**config.mk**
```make
export PLATFORM = sky130hd
export DESIGN_NAME = dc_motor_speed_loop_unit
export DESIGN_NICKNAME = d
export VERILOG_FILES = /design/src/hdl/dcsl_pkg.sv /design/src/hdl/dcsl_ser_mul.sv /design/src/hdl/dcsl_ser_div.sv /design/src/hdl/dc_motor_speed_loop_unit.sv
export SDC_FILE = /design/constraint.sdc
export NUM_CORES = 1
export LEC_CHECK = 0
export ABC_AREA = 0
export BUFFER_PORTS_ARGS = -buffer_cell sky130_fd_sc_hd__buf_2
export CAP_MARGIN = 20
export CELL_PAD_IN_SITES_DETAIL_PLACEMENT = 0
export CELL_PAD_IN_SITES_GLOBAL_PLACEMENT = 1
export CORE_ASPECT_RATIO = 2
export CORE_UTILIZATION = 35
export CTS_CLUSTER_DIAMETER = 150
export DETAILED_ROUTE_END_ITERATION = 10
export PLACE_DENSITY_LB_ADDON = 0.1
export RECOVER_POWER = 50
export SYNTH_ARGS = -nofsm -noshare
export SYNTH_HDL_FRONTEND = slang
export SYNTH_SLANG_ARGS = --single-unit
```
**constraint.sdc**
```tcl
create_clock -name clk_i -period 5 [get_ports clk_i]
set_input_delay 1 -clock clk_i [delete_from_list [all_inputs] [get_ports clk_i]]
set_output_delay 1 -clock clk_i [all_outputs]
set_load 0.005 [all_outputs]
```
**src/hdl/dcsl_pkg.sv**
```systemverilog
// Package for the DC motor speed loop: request and result types, register
// indexes, reset values and the widths shared by the serial arithmetic units.
// No dependencies.
`timescale 1ns / 1ps
package dcsl_pkg;

  localparam int unsigned MUL_W  = 16;
  localparam int unsigned PROD_W = 2 * MUL_W;
  localparam int unsigned DVD_W  = 20;
  localparam int unsigned DVS_W  = 10;
  localparam int unsigned MUL_CNT_W = $clog2(MUL_W);
  localparam int unsigned DIV_CNT_W = $clog2(DVD_W);

  localparam logic [MUL_W-1:0] SPEED_NUM  = MUL_W'(10);
  localparam logic [DVS_W-1:0] SPEED_DEN  = DVS_W'(11);
  localparam logic [DVS_W-1:0] ADC_FULL   = DVS_W'(1023);
  localparam logic [9:0]       ACC_MAX    = 10'd1023;

  localparam logic [15:0] GAIN_RST     = 16'd786;
  localparam logic [9:0]  MAX_RPM_RST  = 10'd330;
  localparam logic [9:0]  FULL_SC_RST  = 10'd1000;
  localparam logic [15:0] LOW_LIM_RST  = 16'd50;
  localparam logic [15:0] MID_LIM_RST  = 16'd300;

  typedef enum logic [2:0] {
    CFG_GAIN     = 3'd0,
    CFG_MAX_RPM  = 3'd1,
    CFG_FULL_SC  = 3'd2,
    CFG_LOW_LIM  = 3'd3,
    CFG_MID_LIM  = 3'd4
  } cfg_idx_e;

  typedef enum logic [1:0] {
    BAND_LOW  = 2'd0,
    BAND_MID  = 2'd1,
    BAND_HIGH = 2'd2
  } band_e;

  typedef struct packed {
    logic [9:0]  adc_sample;
    logic [15:0] pulse_count;
    logic        dir_toggle;
  } in_req_t;

  typedef struct packed {
    logic [9:0]  duty_forward;
    logic [9:0]  duty_reverse;
    logic        direction;
    logic [9:0]  setpoint_rpm;
    logic [15:0] measured_rpm;
    logic [1:0]  speed_band;
  } out_req_t;

endpackage

```
**src/hdl/dcsl_ser_mul.sv**
```systemverilog
// Bit-serial unsigned shift-add multiplier, one multiplier bit per cycle.
// Depends on dcsl_pkg.
`timescale 1ns / 1ps
module dcsl_ser_mul import dcsl_pkg::*; (
  input  logic              clk_i,
  input  logic              rst_ni,
  input  logic              start_i,
  input  logic [MUL_W-1:0]  a_i,
  input  logic [MUL_W-1:0]  b_i,
  output logic              done_o,
  output logic [PROD_W-1:0] prod_o
);

  logic [PROD_W-1:0]    p_q;
  logic [MUL_W-1:0]     a_q;
  logic [MUL_CNT_W-1:0] cnt_q;
  logic                 busy_q;
  logic                 done_q;
  logic [MUL_W:0]       sum;

  assign sum = {1'b0, p_q[PROD_W-1:MUL_W]} + (p_q[0] ? {1'b0, a_q} : '0);

  always_ff @(posedge clk_i or negedge rst_ni) begin
    if (!rst_ni) begin
      busy_q <= 1'b0;
      done_q <= 1'b0;
      cnt_q  <= '0;
    end else if (start_i) begin
      busy_q <= 1'b1;
      done_q <= 1'b0;
      cnt_q  <= '0;
    end else if (busy_q) begin
      cnt_q <= cnt_q + 1'b1;
      if (cnt_q == MUL_CNT_W'(MUL_W - 1)) begin
        busy_q <= 1'b0;
        done_q <= 1'b1;
      end
    end else begin
      done_q <= 1'b0;
    end
  end

  always_ff @(posedge clk_i) begin
    if (start_i) begin
      p_q <= {{MUL_W{1'b0}}, b_i};
      a_q <= a_i;
    end else if (busy_q) begin
      p_q <= {sum, p_q[MUL_W-1:1]};
    end
  end

  assign done_o = done_q;
  assign prod_o = p_q;

endmodule

```
**src/hdl/dcsl_ser_div.sv**
```systemverilog
// Bit-serial restoring divider, one quotient bit per cycle.
// Depends on dcsl_pkg.
`timescale 1ns / 1ps
module dcsl_ser_div import dcsl_pkg::*; (
  input  logic             clk_i,
  input  logic             rst_ni,
  input  logic             start_i,
  input  logic [DVD_W-1:0] dividend_i,
  input  logic [DVS_W-1:0] divisor_i,
  output logic             done_o,
  output logic [DVD_W-1:0] quo_o
);

  logic [DVS_W-1:0]     rem_q;
  logic [DVD_W-1:0]     quo_q;
  logic [DVS_W-1:0]     dvs_q;
  logic [DIV_CNT_W-1:0] cnt_q;
  logic                 busy_q;
  logic                 done_q;
  logic [DVS_W:0]       trial;
  logic [DVS_W:0]       diff;
  logic                 ge;

  assign trial = {rem_q, quo_q[DVD_W-1]};
  assign ge    = trial >= {1'b0, dvs_q};
  assign diff  = trial - {1'b0, dvs_q};

  always_ff @(posedge clk_i or negedge rst_ni) begin
    if (!rst_ni) begin
      busy_q <= 1'b0;
      done_q <= 1'b0;
      cnt_q  <= '0;
    end else if (start_i) begin
      busy_q <= 1'b1;
      done_q <= 1'b0;
      cnt_q  <= '0;
    end else if (busy_q) begin
      cnt_q <= cnt_q + 1'b1;
      if (cnt_q == DIV_CNT_W'(DVD_W - 1)) begin
        busy_q <= 1'b0;
        done_q <= 1'b1;
      end
    end else begin
      done_q <= 1'b0;
    end
  end

  always_ff @(posedge clk_i) begin
    if (start_i) begin
      rem_q <= '0;
      quo_q <= dividend_i;
      dvs_q <= divisor_i;
    end else if (busy_q) begin
      rem_q <= ge ? diff[DVS_W-1:0] : trial[DVS_W-1:0];
      quo_q <= {quo_q[DVD_W-2:0], ge};
    end
  end

  assign done_o = done_q;
  assign quo_o  = quo_q;

endmodule

```
**src/hdl/dc_motor_speed_loop_unit.sv**
```systemverilog
// Top level of the DC motor speed loop: configuration registers, sequencer,
// controller state and result register. Depends on dcsl_pkg, dcsl_ser_mul
// and dcsl_ser_div.
//
//   channel  | signals                           | direction
//   ---------+-----------------------------------+----------
//   in       | in_valid_i, in_ready_o, in_data_i | request in
//   out      | out_valid_o, out_ready_i, out_data_o | result out
//   cfg      | cfg_we_i, cfg_idx_i, cfg_data_i   | register write
//
// Each request takes six or seven passes through the shared bit-serial
// multiplier (16 steps) and divider (20 steps).
// Reset clears the duty accumulator, selects forward and loads the register
// defaults. A new request is taken once the previous one is in the result
// register; a stalled result only holds the sequencer at its final step.
`timescale 1ns / 1ps
module dc_motor_speed_loop_unit import dcsl_pkg::*; (
  input  logic        clk_i,
  input  logic        rst_ni,
  input  logic        in_valid_i,
  output logic        in_ready_o,
  input  in_req_t     in_data_i,
  output logic        out_valid_o,
  input  logic        out_ready_i,
  output out_req_t    out_data_o,
  input  logic        cfg_we_i,
  input  logic [2:0]  cfg_idx_i,
  input  logic [15:0] cfg_data_i
);

  typedef enum logic [8:0] {
    S_IDLE     = 9'b000000001,
    S_MEAS_MUL = 9'b000000010,
    S_MEAS_DIV = 9'b000000100,
    S_SP_MUL   = 9'b000001000,
    S_SP_DIV   = 9'b000010000,
    S_ERR_MUL  = 9'b000100000,
    S_DUTY_MUL = 9'b001000000,
    S_DUTY_DIV = 9'b010000000,
    S_OUT      = 9'b100000000
  } state_e;

  state_e state_q, state_d;
  logic   go_q, go_d;

  logic [15:0] gain_q;
  logic [9:0]  max_rpm_q;
  logic [9:0]  full_sc_q;
  logic [15:0] low_lim_q;
  logic [15:0] mid_lim_q;

  logic [9:0]  acc_q, acc_d;
  logic        rev_q;
  logic [9:0]  adc_q;
  logic [15:0] pulses_q;
  logic [15:0] meas_q;
  logic [9:0]  sp_q;
  logic [9:0]  duty_q;

  logic        out_valid_q;
  out_req_t    out_q;

  logic               mul_start, mul_done;
  logic               div_start, div_done;
  logic [MUL_W-1:0]   mul_a, mul_b;
  logic [PROD_W-1:0]  mul_prod;
  logic [DVS_W-1:0]   div_dvs;
  logic [DVD_W-1:0]   div_quo;

  logic [15:0] sp_ext;
  logic [15:0] err_mag;
  logic        sp_gt;
  logic [24:0] up_sum;
  logic [31:0] acc_shift;
  logic [31:0] down_diff;
  logic [9:0]  acc_upd;
  logic [1:0]  band;
  logic        out_free;

  assign sp_ext  = {6'd0, sp_q};
  assign sp_gt   = sp_ext > meas_q;
  assign err_mag = sp_gt ? (sp_ext - meas_q) : (meas_q - sp_ext);

  assign up_sum    = {15'd0, acc_q} + {1'b0, mul_prod[PROD_W-1:8]};
  assign acc_shift = {14'd0, acc_q, 8'd0};
  assign down_diff = acc_shift - mul_prod;

  always_comb begin
    if (sp_gt) begin
      acc_upd = (up_sum > {15'd0, ACC_MAX}) ? ACC_MAX : up_sum[9:0];
    end else if (mul_prod > acc_shift) begin
      acc_upd = '0;
    end else begin
      acc_upd = down_diff[17:8];
    end
    if (sp_q == '0) begin
      acc_upd = '0;
    end
  end

  always_comb begin
    if (meas_q <= low_lim_q) begin
      band = BAND_LOW;
    end else if (meas_q <= mid_lim_q) begin
      band = BAND_MID;
    end else begin
      band = BAND_HIGH;
    end
  end

  always_comb begin
    mul_a = '0;
    mul_b = '0;
    case (state_q)
      S_MEAS_MUL: begin
        mul_a = pulses_q;
        mul_b = SPEED_NUM;
      end
      S_SP_MUL: begin
        mul_a = {6'd0, adc_q};
        mul_b = {6'd0, max_rpm_q};
      end
      S_ERR_MUL: begin
        mul_a = gain_q;
        mul_b = err_mag;
      end
      S_DUTY_MUL: begin
        mul_a = {6'd0, acc_q};
        mul_b = {6'd0, full_sc_q};
      end
      default: begin
        mul_a = '0;
        mul_b = '0;
      end
    endcase
  end

  assign div_dvs = (state_q == S_MEAS_DIV) ? SPEED_DEN : ADC_FULL;

  assign mul_start = go_q && (state_q == S_MEAS_MUL || state_q == S_SP_MUL ||
                              state_q == S_ERR_MUL || state_q == S_DUTY_MUL);
  assign div_start = go_q && (state_q == S_MEAS_DIV || state_q == S_SP_DIV ||
                              state_q == S_DUTY_DIV);

  dcsl_ser_mul u_mul (
    .clk_i   (clk_i),
    .rst_ni  (rst_ni),
    .start_i (mul_start),
    .a_i     (mul_a),
    .b_i     (mul_b),
    .done_o  (mul_done),
    .prod_o  (mul_prod)
  );

  dcsl_ser_div u_div (
    .clk_i      (clk_i),
    .rst_ni     (rst_ni),
    .start_i    (div_start),
    .dividend_i (mul_prod[DVD_W-1:0]),
    .divisor_i  (div_dvs),
    .done_o     (div_done),
    .quo_o      (div_quo)
  );

  assign out_free   = !out_valid_q || out_ready_i;
  assign in_ready_o = (state_q == S_IDLE);

  always_comb begin
    state_d = state_q;
    go_d    = 1'b0;
    acc_d   = acc_q;
    case (state_q)
      S_IDLE: begin
        if (in_valid_i) begin
          state_d = S_MEAS_MUL;
          go_d    = 1'b1;
        end
      end
      S_MEAS_MUL: begin
        if (mul_done) begin
          state_d = S_MEAS_DIV;
          go_d    = 1'b1;
        end
      end
      S_MEAS_DIV: begin
        if (div_done) begin
          state_d = S_SP_MUL;
          go_d    = 1'b1;
        end
      end
      S_SP_MUL: begin
        if (mul_done) begin
          state_d = S_SP_DIV;
          go_d    = 1'b1;
        end
      end
      S_SP_DIV: begin
        if (div_done) begin
          state_d = ({6'd0, div_quo[9:0]} != meas_q) ? S_ERR_MUL : S_DUTY_MUL;
          go_d    = 1'b1;
        end
      end
      S_ERR_MUL: begin
        if (mul_done) begin
          acc_d   = acc_upd;
          state_d = S_DUTY_MUL;
          go_d    = 1'b1;
        end
      end
      S_DUTY_MUL: begin
        if (mul_done) begin
          state_d = S_DUTY_DIV;
          go_d    = 1'b1;
        end
      end
      S_DUTY_DIV: begin
        if (div_done) begin
          state_d = S_OUT;
        end
      end
      S_OUT: begin
        if (out_free) begin
          state_d = S_IDLE;
        end
      end
      default: begin
        state_d = S_IDLE;
      end
    endcase
  end

  always_ff @(posedge clk_i or negedge rst_ni) begin
    if (!rst_ni) begin
      state_q     <= S_IDLE;
      go_q        <= 1'b0;
      acc_q       <= '0;
      rev_q       <= 1'b0;
      out_valid_q <= 1'b0;
    end else begin
      state_q <= state_d;
      go_q    <= go_d;
      acc_q   <= acc_d;
      if (in_valid_i && in_ready_o && in_data_i.dir_toggle) begin
        rev_q <= !rev_q;
      end
      if (state_q == S_OUT && out_free) begin
        out_valid_q <= 1'b1;
      end else if (out_ready_i) begin
        out_valid_q <= 1'b0;
      end
    end
  end

  always_ff @(posedge clk_i or negedge rst_ni) begin
    if (!rst_ni) begin
      gain_q    <= GAIN_RST;
      max_rpm_q <= MAX_RPM_RST;
      full_sc_q <= FULL_SC_RST;
      low_lim_q <= LOW_LIM_RST;
      mid_lim_q <= MID_LIM_RST;
    end else if (cfg_we_i) begin
      case (cfg_idx_i)
        CFG_GAIN:    gain_q    <= cfg_data_i;
        CFG_MAX_RPM: max_rpm_q <= cfg_data_i[9:0];
        CFG_FULL_SC: full_sc_q <= cfg_data_i[9:0];
        CFG_LOW_LIM: low_lim_q <= cfg_data_i;
        CFG_MID_LIM: mid_lim_q <= cfg_data_i;
        default: begin
        end
      endcase
    end
  end

  always_ff @(posedge clk_i) begin
    if (in_valid_i && in_ready_o) begin
      adc_q    <= in_data_i.adc_sample;
      pulses_q <= in_data_i.pulse_count;
    end
    if (state_q == S_MEAS_DIV && div_done) begin
      meas_q <= div_quo[15:0];
    end
    if (state_q == S_SP_DIV && div_done) begin
      sp_q <= div_quo[9:0];
    end
    if (state_q == S_DUTY_DIV && div_done) begin
      duty_q <= div_quo[9:0];
    end
    if (state_q == S_OUT && out_free) begin
      out_q.duty_forward <= rev_q ? 10'd0 : duty_q;
      out_q.duty_reverse <= rev_q ? duty_q : 10'd0;
      out_q.direction    <= rev_q;
      out_q.setpoint_rpm <= sp_q;
      out_q.measured_rpm <= meas_q;
      out_q.speed_band   <= band;
    end
  end

  assign out_valid_o = out_valid_q;
  assign out_data_o  = out_q;

endmodule
```
Word-level counts from Yosys, hierarchy flattened. Index checks and enable logic that the tools add are counted.

Add/sub/neg operators: 8. $lt $le $gt $ge: 6. Equal/unequal tests: 27. Mux-type cells: 48. Reductions and logical operators: 30.

Operators with widths (count): 16-bit case mux with 4 select lines (2); 9-bit two-way mux (9); 9-bit case mux with 9 select lines (1); 16-bit two-way mux (4); 10-bit two-way mux (6); 20-bit two-way mux (2); 32-bit by 18-bit greater-than comparator with 1-bit output (1); 16-bit <= comparator (2); 10-bit by 24-bit adder with 25-bit output (1); 25-bit by 10-bit greater-than comparator with 1-bit output (second input constant) (1); 18-bit subtractor (1); 16-bit by 16-bit adder with 17-bit output (1); 1-bit two-way mux (17); 10-bit by 16-bit greater-than comparator with 1-bit output (1); 10-bit by 16-bit != test with 1-bit output (1); 10-bit by 16-bit subtractor with 16-bit output (1); 16-bit by 10-bit subtractor with 16-bit output (1); 2-bit by 1-bit != test with 1-bit output (second input constant) (7); 2-bit AND reduction (6); 11-bit by 10-bit greater-or-equal comparator with 1-bit output (1); 10-bit logical NOT (1); 5-bit two-way mux (2); 10-bit subtractor (1); 9-bit by 1-bit equality test with 1-bit output (second input constant) (1); other kinds (29) (48).

Register bits after elaboration: 302. Bits of input ports: 51. Output and inout bits: 51.

Depth between registers and ports, before layout.
Depth in word-level cells: 6. Mapped depth: 15. Depth with buffers taken out: 13.

Modules after synthesis. Synthesis repeated with hierarchy kept, for this count alone.

Cell total of the unflattened synthesis: 1471. Area total of the unflattened synthesis: 16452.0 um2.

By module, submodules not included: dc_motor_speed_loop_unit (instances 1, cells an instance 1012, area an instance 11208.2 um2, seq. area each 5612.9 um2); dcsl_ser_mul (instances 1, cells an instance 256, area an instance 2862.7 um2, seq. area each 1431.4 um2); dcsl_ser_div (instances 1, cells an instance 203, area an instance 2381.0 um2, seq. area each 1276.2 um2).

Least setup slack after synthesis. No wires, ideal clock.

Kind: reg2reg. From: reg state_q[7]. To: reg out_q (netlist bit out_data_o[0]), enable pin. Setup time: 472 ps. Arrival time: 3807 ps. Required time: 4528 ps. Slack: 722 ps. Stages on the path, launching flop included: 6. Buffers on the path: 1. Clock period less this slack: 4278 ps. Path through: dfrtp_1 -> buf_2 -> or4_4 -> nor4_2 -> nand3b_1 -> a21oi_1.

Longest elaborated chain between the ends: 2.

RTL lines: from (decl) (RTL line dc_motor_speed_loop_unit.sv:43) `state_e state_q, state_d;`; from (signal assigned) (RTL line dc_motor_speed_loop_unit.sv:240) `state_q <= state_d;`; 9-bit equality test (RTL line dc_motor_speed_loop_unit.sv:288) `if (state_q == S_OUT && out_free) begin`; 1-bit logical AND (RTL line dc_motor_speed_loop_unit.sv:288); to (decl) (RTL line dc_motor_speed_loop_unit.sv:61) `out_req_t out_q;`.

Every way passes these cells. A chain may end at the register's enable or synchronous reset.

Worst setup path after layout.
From: reg meas_q[2]. To: reg u_mul.p_q[8], in the netlist u_mul.prod_o[8], data pin.

Longest elaborated chain between the ends: 4. Elaborated cells between the ends (all ways): 6. Those cells by class: add/sub: 2; order compare: 1; mux: 3.

RTL lines: from (decl) (RTL line dc_motor_speed_loop_unit.sv:56) `logic [15:0] meas_q;`; from (signal assigned) (RTL line dc_motor_speed_loop_unit.sv:280) `meas_q <= div_quo[15:0];`; 16-bit by 10-bit subtractor with 16-bit output, or another cell as far along (RTL line dc_motor_speed_loop_unit.sv:82) `assign err_mag = sp_gt ? (sp_ext - meas_q) : (meas_q - sp_ext);`; 16-bit two-way mux (*) (RTL line dc_motor_speed_loop_unit.sv:82); 16-bit case mux with 4 select lines (*) (RTL line dc_motor_speed_loop_unit.sv:114) `case (state_q)`; 16-bit two-way mux (*) (RTL line dcsl_ser_mul.sv:44) `if (start_i) begin`; to (signal assigned) (RTL line dcsl_ser_mul.sv:45) `p_q <= {{MUL_W{1'b0}}, b_i};`; to (signal assigned) (RTL line dcsl_ser_mul.sv:48) `p_q <= {sum, p_q[MUL_W-1:1]};`; to (decl) (RTL line dcsl_ser_mul.sv:14) `logic [PROD_W-1:0] p_q;`.

Mark *: on every way between the ends. The rest lies on a longest branch, timed or not.

==> results.toml <==
[outcome]
run_status = "complete, but fails checks"
failed_checks = "DRC, capacitance limit, slew limit"

[detailed_routing]
drc = 4
wl_per_cell_microns = 25.10
routed_via_density = 5.463
drt_wl_total_microns = 53210
drt_pre_antenna_iters = 10
antenna_violating_nets_post_route = 0
drt_iter0_markers = 523
vias = 11580

[worst_setup_path]
worst-endpoint-required_ns = 5.31
master_of_the_slowest_instance_on_the_critical_path = "and2_1"
worstPathCellList = "inv_1 > ha_1 > a21o_1 > a21oi_1 > o21ai_0 > a21o_1 > and2_1 > mux2i_1 > xor2_1 > a222oi_1 > o21ai_1"
slowest_delay_ns = 0.69
crit-reg2reg-launch = "meas_q[2]"
critPathKind = "register to register"
timing.critical_path.to_type = "register"
reg2reg_slack_ns = 0.78
critical-path-top-cell-by-count = "a21o_1"
crit_path_max_fanout = 14
crit_arrival_ns = 4.54
worst_setup_path_start = "meas_q[2]"
setup.worst_path.start_class = "register"

[finish]
share_of_final_layout_standard_cells_stronger_than_drive_strength_1_pct = 15.27
layout.filler_cells = 4463
finish.net_count = 1704
n_antenna_cell = 0
area_delta_synth_final_pct = 13.21
design_area_sq_mm = 0.01793

[global_routing]
antenna_violations_before_repair = 0
first_global_vias = 12220
grt_max_degree = 50
first_pass_grt_wire_length_microns = 78560
global_route.overflow_total = 0
grt_util_all_layers_pct = 23.37

[synthesis]
synthDominantCellAreaShare_pct = 31.10
ys_ff_latch = 293
synth_enable_flop_cells = 164
asyncSetResetFlopFracSynth_pct = 35.15
ys_warn_count = 0
syn_nets = 1605
synth_sequential_area_ratio_pct = 50.84
synth.cell_area_sq_mm = 0.01583
synth_flop_cell = "edfxtp_1"
syn_inst = 1443
yosys.area.top_type = "edfxtp_1"
ys_types = 83
synthTopCellsByArea = "edfxtp_1 (31%), dfrtp_1 (13%), ha_1 (8.5%)"
syn_area_per_cell_sq_um = 10.97

[floorplanning]
initial_core_util_pct = 35.61
placement_rows = 109
io-pin-count = 102
die_area_sq_mm = 0.04615
area_of_the_placeable_core_sq_mm = 0.04446
die_w_microns = 152.4
fp.dieH_microns = 302.8

[clocking]
tritoncts.num_buffers = 29
tritoncts_num_sinks = 293
cts_tree = "yes"
max-clock-path-buffers = 3
root_buffer = "clkbuf_16"
post_cts_resize_count = 0
cts_hold_buffers = 0
cts.repair_timing.setup_buffer_count = 0
cts.clk_slew.worst_paths_ns = 0.07
worstSkewPairLatency_ns = 0.58
cts.htree.levels = 1

[timing]
final-setup-viol-count = 0
rsz_0062_raised_after_global_routing = "false"
worst_clock_skew_ns = 0.01250
fin_crit_sh_pct = 84.45
fmax_mhz = 236.8
setup_tns_ns = 0
timing.slew.headroom_pct = -100.2
timing_max_transition_violations_final = 42
finalHoldViolations = 0
tightest_slew_ns = 3.003
period_minus_ws_final_ns = 4.223
fin_worst_hold_slack_ns = 0.4625

[pwr]
share_comb_of_total_power_pct = 33.5
switchingPower_mw = 3.493
register_share_of_total_power_pct = 41.5
largest_vdd_supply_drop_mv = 0.3088
fraction_of_power_spent_switching_nets_pct = 37.45
intPower_mw = 5.832
p_leak_nw = 7.492
p_clk_share_pct = 25.0
design_power_total_mw = 9.325
power.density_cell_area_mw_per_mm2 = 520.2

[placed_design]
routabilityCongestion = 0.9331
dp_hpwl_microns = 41160
numPortBuffers = 101
place_area_sq_mm = 0.01707

[run]
drv.max_cap_violation_count = 1

[min_path]
hold_class = "register to register"
min_from = "u_div.quo_o[11]"
==> state kept, by name, indices dropped and copies added, names as in the netlist, 10 cells and up <==
signal        flops
acc_q            10
adc_q            10
duty_q           10
full_sc_q        10
gain_q           16
low_lim_q        16
max_rpm_q        10
meas_q           16
mid_lim_q        16
out_data_o       49
pulses_q         16
sp_q             10
u_div.quo_o      20
u_div.rem_q      10
u_mul.a_q        16
u_mul.prod_o     32
==> stage by stage <==
step / instances / setup slack (ns) / utilization, %
final: 2120 / 0.7773 / 40.32
after global routing: 2120 / 0.6376 / 40.32
after CTS: 2120 / 0.7984 / 40.61
after detailed placement: 2066 / 0.8387 / 38.39
after global placement: 2065 / 0.8442 / 38.33
after floorplan: 1443 / 0.7215 / -
==> cells by family after synthesis <==
kind of cell / count (synthesis) / share of synthesized area (%)
compound gates: 317 / 13.96
xor+xnor: 70 / 3.872
mux: 84 / 5.792
buf+inv: 165 / 4.022
simple gates: 403 / 12.55
fa+ha+maj: 111 / 8.961
flops: 293 / 50.84
==> power groups by stage <==
stage                     Combinational (mW)  Clock [mW]  Sequential [mW]
after floorplan                         2.39           0             3.55
after global placement                  3.13           0             3.92
after detailed placement                3.15           0             3.92
after CTS                               3.17        2.41             3.88
after global routing                    3.47        2.47             3.94
final                                   3.12        2.33             3.87
==> final cells by class <==
type	instances	area, sq um	share of cell area (%)
sequential	293	8050	44.91
multi-input combinational	985	7169	39.99
clock buffer	38	779.5	4.348
tap	555	694.4	3.874
timing repair buffer	128	631.9	3.525
inverter	105	394.1	2.199
clock inverter	16	206.4	1.152
==> Yosys cell counts, types with 18 or more instances <==
cell type and number:
a21o_1 42, a21oi_1 66, and2_1 26, clkbuf_1 47, dfrtp_1 81, dfstp_2 22
dfxtp_1 26, edfxtp_1 164, ha_1 107, inv_1 102, mux2_2 53, mux2i_1 29
nand2_1 142, nand3_1 24, nand4_1 18, nor2_1 86, nor2b_1 21, o21ai_0 59
xnor2_1 37, xor2_1 33
==> critical path: cells and delay by family (launching register included) <==
family | cells | cell delay (ns)
xor gates and xnor gates | 1 | 0.14
muxes | 1 | 0.39
AOI/OAI and AO/OA | 6 | 1.59
adders and majority gates | 1 | 0.38
buffers and inverters | 1 | 0.10
and+or+nand+nor | 1 | 0.69
DFF | 1 | 0.67
==> cell usage in the layout, fill, tap and decap left out, types with 9 or more instances in the layout <==
cell type	count
nor4_1	15
nor3_1	15
xor2_1	33
dfxtp_1	26
a21o_1	42
mux2_2	53
inv_1	102
clkbuf_1	41
ha_1	107
nand4_1	18
o21ai_1	11
buf_2	77
clkbuf_16	29
mux2i_1	29
a211oi_1	9
nor2_1	86
nand2_1	142
o21a_1	12
nor2b_1	21
xnor2_1	37
o21ai_0	59
o31ai_1	14
dfstp_2	22
and2_1	19
dfrtp_1	81
buf_4	14
edfxtp_1	164
a222oi_1	14
o21bai_1	9
nand3_1	24
a21oi_1	65
==> path summary, 6_finish.rpt <==
kind / cells past startpoint / to
min in group asynchronous: 1 / acc_q[3]
worst max-delay path: 11 / u_mul.prod_o[8]
worst max register to register: 11 / u_mul.prod_o[8]
worst min-delay path: 0 / meas_q[11]
worst min register to register: 0 / meas_q[11]
max in group asynchronous: 2 / u_mul.busy_q
==> layer usage <==
| layer | global-route usage [%] | up-vias | routed length (microns) |
|---|---|---|---|
| met4 | 16.03 | 0 | 3975 |
| li1 | - | 5424 | - |
| met2 | 47.48 | 278 | 30150 |
| met1 | 21.66 | 5755 | 17640 |
| met5 | 0 | - | 0 |
| met3 | 2.185 | 125 | 1444 |
No activity file was read; power rests on OpenSTA's default activity.
